$ cat config.mk
export PLATFORM = sky130hd
export DESIGN_NAME = wlan_defragment_tracker_flat
export DESIGN_NICKNAME = d
export VERILOG_FILES = /design/src/rtl/wdt_pkg.sv /design/src/rtl/wdt_in_if.sv /design/src/rtl/wdt_out_if.sv /design/src/rtl/wlan_defragment_tracker.sv /design/src/rtl/wdt_apb_regs.sv /design/src/rtl/wdt_ctx.sv /design/src/flat_wrapper.sv
export SDC_FILE = /design/constraint.sdc
export NUM_CORES = 1
export LEC_CHECK = 0
export ABC_AREA = 1
export BUFFER_PORTS_ARGS = -buffer_cell sky130_fd_sc_hd__buf_2
export CAP_MARGIN = 25
export CORE_UTILIZATION = 55
export DETAILED_ROUTE_END_ITERATION = 16
export PLACE_DENSITY = 0.85
export RECOVER_POWER = 50
export SLEW_MARGIN = 40
export SYNTH_ARGS = -nofsm -noshare
export SYNTH_HDL_FRONTEND = slang
export SYNTH_HIERARCHICAL = 1
export SYNTH_SLANG_ARGS = --single-unit
$ cat constraint.sdc
create_clock -name clk_i -period 12.1 [get_ports clk_i]
set_clock_uncertainty 0.2 [all_clocks]
set_input_delay 1.21 -clock clk_i [delete_from_list [all_inputs] [get_ports clk_i]]
set_output_delay 1.21 -clock clk_i [all_outputs]
set_load 0.01 [all_outputs]
$ cat src/rtl/wdt_pkg.sv
// ----------------------------------------------------------------------------
// wdt_pkg
// Types and constants shared by the defragmentation tracker modules.
// ----------------------------------------------------------------------------
`default_nettype none

package wdt_pkg;

  localparam int unsigned PaddrW     = 3;
  localparam int unsigned PdataW     = 32;
  localparam int unsigned SeqW       = 12;
  localparam int unsigned FragW      = 4;
  localparam int unsigned AddrW      = 48;
  localparam int unsigned HdrLenW    = 6;
  localparam int unsigned FrameLenW  = 12;
  localparam int unsigned LenW       = 16;
  localparam int unsigned TicksW     = 16;

  localparam logic [TicksW-1:0] TimeoutReset = 16'd2000;
  localparam logic [LenW-1:0]   LenMax       = 16'hFFFF;

  typedef enum logic {
    OP_FRAG = 1'b0,
    OP_TICK = 1'b1
  } op_e;

  typedef enum logic [2:0] {
    STAT_PASS      = 3'd0,
    STAT_ABSORBED  = 3'd1,
    STAT_COMPLETE  = 3'd2,
    STAT_BAD_HDR   = 3'd3,
    STAT_NOT_FIRST = 3'd4,
    STAT_MIC_FAIL  = 3'd5,
    STAT_TICK_IDLE = 3'd6,
    STAT_TIMEOUT   = 3'd7
  } status_e;

  typedef enum logic {
    REG_TIMEOUT_TICKS = 1'b0,
    REG_UNUSED        = 1'b1
  } reg_idx_e;

  typedef struct packed {
    op_e                  operation;
    logic [SeqW-1:0]      seq_num;
    logic [FragW-1:0]     frag_no;
    logic                 more_frag;
    logic [AddrW-1:0]     addr_one;
    logic [AddrW-1:0]     addr_two;
    logic [HdrLenW-1:0]   header_len;
    logic [FrameLenW-1:0] frame_len;
    logic                 pn_abnormal;
    logic                 mic_ok;
  } in_item_t;

  typedef struct packed {
    status_e         status;
    logic            flushed_previous;
    logic [LenW-1:0] total_len;
  } out_item_t;

  typedef struct packed {
    logic              active;
    logic [TicksW-1:0] time_left;
  } ctx_stat_t;

endpackage

`default_nettype wire

$ cat src/rtl/wdt_in_if.sv
// ----------------------------------------------------------------------------
// wdt_in_if
// Input channel: fragment headers and timer ticks.
// ----------------------------------------------------------------------------
`default_nettype none

interface wdt_in_if;
  logic              valid;
  logic              ready;
  wdt_pkg::in_item_t payload;

  modport source (output valid, output payload, input ready);
  modport sink   (input valid, input payload, output ready);
endinterface

`default_nettype wire

$ cat src/rtl/wdt_out_if.sv
// ----------------------------------------------------------------------------
// wdt_out_if
// Result channel: one status item per input item.
// ----------------------------------------------------------------------------
`default_nettype none

interface wdt_out_if;
  logic               valid;
  logic               ready;
  wdt_pkg::out_item_t payload;

  modport source (output valid, output payload, input ready);
  modport sink   (input valid, input payload, output ready);
endinterface

`default_nettype wire

$ cat src/rtl/wlan_defragment_tracker.sv
// ----------------------------------------------------------------------------
// wlan_defragment_tracker
// Tracks 802.11 fragment reassembly for one peer, with an inactivity timeout.
// ----------------------------------------------------------------------------
//  Port          Dir   Handshake                 Payload
//  frag_chan_i   in    valid/ready               fragment header or timer tick
//  res_chan_o    out   valid/ready               status, flush flag, length
//  APB           in    psel/penable/pwrite/pready timeout_ticks at address 0
//
//  Each item waits in the input register and then moves to the result
//  register; one item is accepted every cycle unless the result side
//  stalls. The context registers update as an item enters the result
//  register. A stalled result holds the input register; the input side
//  stalls only when both registers are full. Reset is asynchronous and
//  needs no clearing pass.
// ----------------------------------------------------------------------------
`default_nettype none

module wlan_defragment_tracker (
  input  wire logic                       clk_i,
  input  wire logic                       rst_ni,
  wdt_in_if.sink                          frag_chan_i,
  wdt_out_if.source                       res_chan_o,
  input  wire logic                       psel,
  input  wire logic                       penable,
  input  wire logic                       pwrite,
  input  wire logic [wdt_pkg::PaddrW-1:0] paddr,
  input  wire logic [wdt_pkg::PdataW-1:0] pwdata,
  output logic      [wdt_pkg::PdataW-1:0] prdata,
  output logic                            pready
);

  logic                       in_valid_q;
  wdt_pkg::in_item_t          in_item_q;
  logic                       res_valid_q;
  wdt_pkg::out_item_t         res_q;
  logic                       res_free;
  logic                       advance;
  wdt_pkg::out_item_t         res_d;
  wdt_pkg::ctx_stat_t         ctx_stat;
  logic [wdt_pkg::TicksW-1:0] timeout_ticks;

  wdt_apb_regs u_regs (
    .clk_i           (clk_i),
    .rst_ni          (rst_ni),
    .psel            (psel),
    .penable         (penable),
    .pwrite          (pwrite),
    .paddr           (paddr),
    .pwdata          (pwdata),
    .prdata          (prdata),
    .pready          (pready),
    .timeout_ticks_o (timeout_ticks)
  );

  wdt_ctx u_ctx (
    .clk_i           (clk_i),
    .rst_ni          (rst_ni),
    .step_i          (advance),
    .item_i          (in_item_q),
    .timeout_ticks_i (timeout_ticks),
    .result_o        (res_d),
    .stat_o          (ctx_stat)
  );

  assign res_free          = !res_valid_q || res_chan_o.ready;
  assign advance           = in_valid_q && res_free;
  assign frag_chan_i.ready = !in_valid_q || advance;

  always_ff @(posedge clk_i or negedge rst_ni) begin
    if (!rst_ni) begin
      in_valid_q  <= 1'b0;
      res_valid_q <= 1'b0;
    end else begin
      if (frag_chan_i.ready) begin
        in_valid_q <= frag_chan_i.valid;
      end
      if (res_free) begin
        res_valid_q <= advance;
      end
    end
  end

  always_ff @(posedge clk_i) begin
    if (frag_chan_i.valid && frag_chan_i.ready) begin
      in_item_q <= frag_chan_i.payload;
    end
    if (advance) begin
      res_q <= res_d;
    end
  end

  assign res_chan_o.valid   = res_valid_q;
  assign res_chan_o.payload = res_q;

`ifndef SYNTHESIS
  a_complete_not_flushed: assert property (@(posedge clk_i) disable iff (!rst_ni)
    (res_valid_q && (res_q.status == wdt_pkg::STAT_COMPLETE)) |-> !res_q.flushed_previous)
    else $error("completed reassembly reported a flush");

  a_tick_zero_len: assert property (@(posedge clk_i) disable iff (!rst_ni)
    (res_valid_q && ((res_q.status == wdt_pkg::STAT_TICK_IDLE) ||
                     (res_q.status == wdt_pkg::STAT_TIMEOUT)))
    |-> ((res_q.total_len == '0) && !res_q.flushed_previous))
    else $error("tick result carries a length or flush flag");

  a_timeout_clears: assert property (@(posedge clk_i) disable iff (!rst_ni)
    (advance && (res_d.status == wdt_pkg::STAT_TIMEOUT)) |=> !ctx_stat.active)
    else $error("context still active after timeout flush");

  a_absorb_sets_active: assert property (@(posedge clk_i) disable iff (!rst_ni)
    (advance && (res_d.status == wdt_pkg::STAT_ABSORBED)) |=> ctx_stat.active)
    else $error("absorbed fragment left no active context");
`endif

endmodule

`default_nettype wire

$ cat src/rtl/wdt_apb_regs.sv
// ----------------------------------------------------------------------------
// wdt_apb_regs
// APB register file holding the inactivity timeout.
// ----------------------------------------------------------------------------
`default_nettype none

module wdt_apb_regs (
  input  wire logic                        clk_i,
  input  wire logic                        rst_ni,
  input  wire logic                        psel,
  input  wire logic                        penable,
  input  wire logic                        pwrite,
  input  wire logic [wdt_pkg::PaddrW-1:0]  paddr,
  input  wire logic [wdt_pkg::PdataW-1:0]  pwdata,
  output logic      [wdt_pkg::PdataW-1:0]  prdata,
  output logic                             pready,
  output logic      [wdt_pkg::TicksW-1:0]  timeout_ticks_o
);

  logic [wdt_pkg::TicksW-1:0] timeout_q;
  logic [wdt_pkg::TicksW-1:0] timeout_d;
  wdt_pkg::reg_idx_e          reg_idx;
  logic                       wr_en;

  assign pready  = 1'b1;
  assign reg_idx = wdt_pkg::reg_idx_e'(paddr[wdt_pkg::PaddrW-1]);
  assign wr_en   = psel && penable && pwrite && pready;

  always_comb begin
    timeout_d = timeout_q;
    if (wr_en && (reg_idx == wdt_pkg::REG_TIMEOUT_TICKS)) begin
      timeout_d = pwdata[wdt_pkg::TicksW-1:0];
    end
  end

  always_ff @(posedge clk_i or negedge rst_ni) begin
    if (!rst_ni) begin
      timeout_q <= wdt_pkg::TimeoutReset;
    end else begin
      timeout_q <= timeout_d;
    end
  end

  always_comb begin
    unique case (reg_idx)
      wdt_pkg::REG_TIMEOUT_TICKS: begin
        prdata = {{(wdt_pkg::PdataW - wdt_pkg::TicksW){1'b0}}, timeout_q};
      end
      default: begin
        prdata = '0;
      end
    endcase
  end

  assign timeout_ticks_o = timeout_q;

endmodule

`default_nettype wire

$ cat src/rtl/wdt_ctx.sv
// ----------------------------------------------------------------------------
// wdt_ctx
// Reassembly context and the per-item decision logic.
// ----------------------------------------------------------------------------
`default_nettype none

module wdt_ctx (
  input  wire logic                       clk_i,
  input  wire logic                       rst_ni,
  input  wire logic                       step_i,
  input  wire wdt_pkg::in_item_t          item_i,
  input  wire logic [wdt_pkg::TicksW-1:0] timeout_ticks_i,
  output wdt_pkg::out_item_t              result_o,
  output wdt_pkg::ctx_stat_t              stat_o
);

  logic                          active_q, active_d;
  logic [wdt_pkg::SeqW-1:0]      last_seq_q, last_seq_d;
  logic [wdt_pkg::FragW-1:0]     last_frag_q, last_frag_d;
  logic [wdt_pkg::AddrW-1:0]     addr_one_q, addr_one_d;
  logic [wdt_pkg::AddrW-1:0]     addr_two_q, addr_two_d;
  logic [wdt_pkg::LenW-1:0]      accum_len_q, accum_len_d;
  logic [wdt_pkg::TicksW-1:0]    time_left_q, time_left_d;

  logic                          mismatch;
  logic                          frag_next_ok;
  logic [wdt_pkg::FrameLenW-1:0] hlen_ext;
  logic [wdt_pkg::FrameLenW-1:0] body;
  logic [wdt_pkg::LenW:0]        sum;
  logic [wdt_pkg::LenW-1:0]      sum_sat;
  logic                          single;

  assign frag_next_ok = ({1'b0, item_i.frag_no} == ({1'b0, last_frag_q} + 5'd1));
  assign mismatch     = active_q && ((item_i.seq_num != last_seq_q) || !frag_next_ok ||
                                     (item_i.addr_one != addr_one_q) ||
                                     (item_i.addr_two != addr_two_q) ||
                                     item_i.pn_abnormal);
  assign hlen_ext     = {{(wdt_pkg::FrameLenW - wdt_pkg::HdrLenW){1'b0}}, item_i.header_len};
  assign body         = (item_i.frame_len > hlen_ext) ? (item_i.frame_len - hlen_ext) : '0;
  assign sum          = {1'b0, accum_len_q} +
                        {{(wdt_pkg::LenW + 1 - wdt_pkg::FrameLenW){1'b0}}, body};
  assign sum_sat      = sum[wdt_pkg::LenW] ? wdt_pkg::LenMax : sum[wdt_pkg::LenW-1:0];
  assign single       = !item_i.more_frag && (item_i.frag_no == '0);

  always_comb begin
    active_d    = active_q;
    last_seq_d  = last_seq_q;
    last_frag_d = last_frag_q;
    addr_one_d  = addr_one_q;
    addr_two_d  = addr_two_q;
    accum_len_d = accum_len_q;
    time_left_d = time_left_q;

    result_o.status           = wdt_pkg::STAT_PASS;
    result_o.flushed_previous = 1'b0;
    result_o.total_len        = {{(wdt_pkg::LenW - wdt_pkg::FrameLenW){1'b0}}, item_i.frame_len};

    priority if (item_i.operation == wdt_pkg::OP_TICK) begin
      result_o.total_len = '0;
      if (active_q && (time_left_q[wdt_pkg::TicksW-1:1] == '0)) begin
        active_d        = 1'b0;
        time_left_d     = '0;
        result_o.status = wdt_pkg::STAT_TIMEOUT;
      end else begin
        if (active_q) begin
          time_left_d = time_left_q - 16'd1;
        end
        result_o.status = wdt_pkg::STAT_TICK_IDLE;
      end
    end else if (item_i.header_len == '0) begin
      result_o.status = wdt_pkg::STAT_BAD_HDR;
    end else if (single && !active_q) begin
      result_o.status = wdt_pkg::STAT_PASS;
    end else if (!active_q || mismatch) begin
      result_o.flushed_previous = mismatch;
      active_d    = 1'b0;
      time_left_d = '0;
      if (single) begin
        result_o.status = wdt_pkg::STAT_PASS;
      end else if (item_i.frag_no != '0) begin
        result_o.status = wdt_pkg::STAT_NOT_FIRST;
      end else begin
        active_d        = 1'b1;
        last_seq_d      = item_i.seq_num;
        last_frag_d     = item_i.frag_no;
        addr_one_d      = item_i.addr_one;
        addr_two_d      = item_i.addr_two;
        accum_len_d     = {{(wdt_pkg::LenW - wdt_pkg::FrameLenW){1'b0}}, item_i.frame_len};
        time_left_d     = timeout_ticks_i;
        result_o.status = wdt_pkg::STAT_ABSORBED;
      end
    end else begin
      accum_len_d = sum_sat;
      last_seq_d  = item_i.seq_num;
      last_frag_d = item_i.frag_no;
      time_left_d = timeout_ticks_i;
      if (item_i.more_frag) begin
        result_o.status = wdt_pkg::STAT_ABSORBED;
      end else begin
        active_d    = 1'b0;
        time_left_d = '0;
        if (item_i.mic_ok) begin
          result_o.status    = wdt_pkg::STAT_COMPLETE;
          result_o.total_len = sum_sat;
        end else begin
          result_o.status = wdt_pkg::STAT_MIC_FAIL;
        end
      end
    end
  end

  always_ff @(posedge clk_i or negedge rst_ni) begin
    if (!rst_ni) begin
      active_q    <= 1'b0;
      last_seq_q  <= '0;
      last_frag_q <= '0;
      addr_one_q  <= '0;
      addr_two_q  <= '0;
      accum_len_q <= '0;
      time_left_q <= '0;
    end else if (step_i) begin
      active_q    <= active_d;
      last_seq_q  <= last_seq_d;
      last_frag_q <= last_frag_d;
      addr_one_q  <= addr_one_d;
      addr_two_q  <= addr_two_d;
      accum_len_q <= accum_len_d;
      time_left_q <= time_left_d;
    end
  end

  assign stat_o.active    = active_q;
  assign stat_o.time_left = time_left_q;

endmodule

`default_nettype wire

$ cat src/flat_wrapper.sv
// flat-port wrapper written by rule: the top's interface ports become plain ports
module wlan_defragment_tracker_flat 
  (clk_i, rst_ni, psel, penable, pwrite, paddr, pwdata, prdata, pready, frag_chan_i_valid, frag_chan_i_payload, frag_chan_i_ready, res_chan_o_valid, res_chan_o_payload, res_chan_o_ready);
  wdt_in_if frag_chan_i_i ();
  wdt_out_if res_chan_o_i ();
  input  wire logic clk_i;
  input  wire logic rst_ni;
  input  wire logic psel;
  input  wire logic penable;
  input  wire logic pwrite;
  input  wire logic [wdt_pkg::PaddrW-1:0] paddr;
  input  wire logic [wdt_pkg::PdataW-1:0] pwdata;
  output logic      [wdt_pkg::PdataW-1:0] prdata;
  output logic pready;
  input wire logic [$bits(frag_chan_i_i.valid)-1:0] frag_chan_i_valid;
  input wire logic [$bits(frag_chan_i_i.payload)-1:0] frag_chan_i_payload;
  output wire logic [$bits(frag_chan_i_i.ready)-1:0] frag_chan_i_ready;
  output wire logic [$bits(res_chan_o_i.valid)-1:0] res_chan_o_valid;
  output wire logic [$bits(res_chan_o_i.payload)-1:0] res_chan_o_payload;
  input wire logic [$bits(res_chan_o_i.ready)-1:0] res_chan_o_ready;
  assign frag_chan_i_i.valid = frag_chan_i_valid;
  assign frag_chan_i_i.payload = frag_chan_i_payload;
  assign frag_chan_i_ready = frag_chan_i_i.ready;
  assign res_chan_o_valid = res_chan_o_i.valid;
  assign res_chan_o_payload = res_chan_o_i.payload;
  assign res_chan_o_i.ready = res_chan_o_ready;
  wlan_defragment_tracker u_core (.clk_i(clk_i), .rst_ni(rst_ni), .frag_chan_i(frag_chan_i_i), .res_chan_o(res_chan_o_i), .psel(psel), .penable(penable), .pwrite(pwrite), .paddr(paddr), .pwdata(pwdata), .prdata(prdata), .pready(pready));
endmodule
==> out/results.txt <==
The flow ran to the end, but the final reports show violations. The final reports fail on capacitance limit, slew limit. The logs give 11.42 ns for the critical path data required time and 6 for the synthesis warning total. The tool flagged a number of max-cap violations equal to 3. The fraction of layout instances using a drive strength above 1 was 12.2%.

Setup repair after global routing left no endpoint under its margin. For this run, the post-layout net count is 2489. The number of setup buffers added after CTS is 0. In this run the power density over the cells is 161 mW/mm^2.

The longest individual stage delay on the worst path was 2.63 ns; the layout overhead on the synthesized area was 15.0%. The number of buffer cells added on primary ports was 195; the clock transition at the registers of the reported paths was 0.06 ns. Half-perimeter wire length after detailed placement: 31900 um. After clock tree synthesis, the repair step resized 0 gates. In this run the worst path has a maximum fanout of 61. The count of nets left with antenna violations once routing finished came out at 0.

In the routed layout, each cell is associated on average with a via count of 5.32. The average routed wire per standard cell works out to 16.0 um. The logs give 1687 for the number of design-rule violations left by the first detailed-router iteration and -142% for the relative slew slack. After synthesis, the mean cell area works out to 7.94 um^2. The post-layout instance count excluding filler cells was 2713; the via count of the first global-routing pass was 13677. The maximum number of pins on one net before global-route repair is 92, and the last weighted congestion value of the routability-driven placer is 0.967.

The count of endpoints failing hold in the final timing report came out at 0. Type of element launching the critical path: an input pin. The initial cell density of the core came out at 56.1%.

TritonCTS built the clock tree. The synthesized netlist occupies a cell area of 0.0167 mm^2. Counting the buffers created by CTS gives 36.

The tools report the leakage dissipation as 9.46 nW. The class of the most critical hold timing path was reg2reg. The tree is rooted in a sky130_fd_sc_hd__clkbuf_16.

By instance count, the cell type seen most on the critical path is sky130_fd_sc_hd__clkbuf_1. The buffering stage count on the worst path with inverters included is 2. The logs give 6 for the number of detailed-route iterations in the first pass and 5 for the number of antenna violations at the first check in global routing. Of the available clock period, the critical path in the final layout requires 48.5%.

Global routing used 28.6% of the available tracks. After detailed routing, the total wire length is 43400 um. The critical path class was in2async. The count of pins over their slew limit was 160; the aggregate negative setup slack was 0 ns. In this design, the largest share of critical-path delay is due to buffers and inverters.

Including well taps, the total number of placed cells is 2642. The logs give 69400 um for the wire length of the first global-routing pass and 5.19 ns for the arrival time reported for the critical path endpoint. The signal on the critical path passes through clkbuf_1, clkbuf_1. The number of instances in the synthesized netlist was 2098. After global routing the overflow that remains totals 0.

After floorplanning, the core was divided into 63 placement rows. The core area is 0.0297 mm^2. The floorplan die height is 176 um. STA classifies the critical path endpoint as an asynchronous set/reset pin. The detailed-route DRC error count is 0, and the maximum vdd drop is 126 uV.

The critical path's slowest cell is sky130_fd_sc_hd__clkbuf_1. Setup violations remaining at the end of the flow were counted as 0. The clock period could shrink to 5.87 ns. In this run the count of I/O pins placed on the die edge is 231.

In this run the deepest clock path goes through 3 buffers. Hold repair after CTS inserted 0 buffers. The tools report the clock latency at the later pin of the worst-skew pair as 0.54 ns. The die is 176 um wide. The run gives 2 as the maximum level of the CTS H-tree. For the area of the die, the log shows 0.0310 mm^2. The logs give 14444 for the overall via count from detail_route and 170 MHz for the highest clock frequency the design can meet. The transition at the pin with the smallest max-transition slack is 3.62 ns.

CTS sink count: 317.
-- power breakdown --
part	switching, mW	internal, mW
sequential	0.0979	1.26
combinational	0.342	0.186
clock	0.448	0.744
total	0.888	2.19
-- routing by layer --
metal	GRT usage (%)	share of wire, %
met4	13.0	4.1
met5	0	0
met3	4.95	8.5
met1	39.2	42
met2	44.6	46
-- flip-flops by register name, summed over array words and instances, names as in the netlist --
signal and flops:
u_core/u_ctx/last_frag_q 4, u_core/u_ctx/last_seq_q 12, u_core/u_ctx/active_q 1, u_core/u_ctx/accum_len_q 16, u_core/in_item_q 134, u_core/u_ctx/addr_one_q 48, u_core/in_valid_q 1, u_core/u_regs/timeout_ticks_o 16
u_core/res_chan_o.valid 1, u_core/res_chan_o.payload 20, u_core/u_ctx/time_left_q 16, u_core/u_ctx/addr_two_q 48
-- layout make-up --
type	instances	area, um^2
Tap cell	390	488
Antenna cell	4	10.0
Inverter	337	1270
Clock inverter	22	349
Clock buffer	44	961
Timing Repair Buffer	205	1060
Multi-Input combinational cell	1394	6310
Fill cell	2473	10600
Sequential cell	317	8710
-- stage by stage --
step	cell area (um^2)	setup slack, ns	hold slack, ns	total power, mW	util, %
after floorplan	16700	7.41	0.249	1.72	-
after global placement	17800	7.17	0.265	1.87	60.0
after detailed placement	17900	7.03	0.268	1.89	60.2
after CTS	19200	7.01	0.277	3.09	64.6
after global routing	19200	5.25	0.312	3.22	64.5
final	19200	6.23	0.278	3.08	64.5
-- path summary, 6_finish.rpt --
| check | start | endpoint | slack, ns | cells after the start |
|---|---|---|---|---|
| max in group clk_i | res_chan_o_ready | u_core/in_item_q[89]$_DFFE_PP_ | 7.11 | 6 |
| min in group asynchronous | rst_ni | u_core/u_ctx/addr_two_q[45]$_DFFE_PN0P_ | 0.97 | 1 |
| worst max register to register | u_core/in_item_q[4]$_DFFE_PP_ | u_core/res_chan_o.payload[2]$_DFFE_PP_ | 7.16 | 23 |
| worst min register to register | u_core/u_regs/timeout_ticks_o[10]$_DFFE_PN1P_ | u_core/u_regs/timeout_ticks_o[10]$_DFFE_PN1P_ | 0.28 | 2 |
| worst min-delay path | u_core/u_regs/timeout_ticks_o[10]$_DFFE_PN1P_ | u_core/u_regs/timeout_ticks_o[10]$_DFFE_PN1P_ | 0.28 | 2 |
| worst max-delay path | rst_ni | u_core/u_ctx/active_q$_DFFE_PN0P_ | 6.23 | 2 |
-- cell usage in the layout, fill, tap and decap left out, types with 20 or more instances in the layout --
cell type and n:
sky130_fd_sc_hd__nand2_1 706, sky130_fd_sc_hd__inv_1 332, sky130_fd_sc_hd__nor2_1 233, sky130_fd_sc_hd__buf_2 185, sky130_fd_sc_hd__dfrtp_1 156, sky130_fd_sc_hd__edfxtp_1 154, sky130_fd_sc_hd__nand3_1 76, sky130_fd_sc_hd__o21ai_0 76
sky130_fd_sc_hd__nand4_1 76, sky130_fd_sc_hd__o21ai_1 55, sky130_fd_sc_hd__a21oi_1 44, sky130_fd_sc_hd__clkbuf_16 36, sky130_fd_sc_hd__xnor2_1 21, sky130_fd_sc_hd__ha_1 20
No activity file was read; power rests on OpenSTA's default activity.
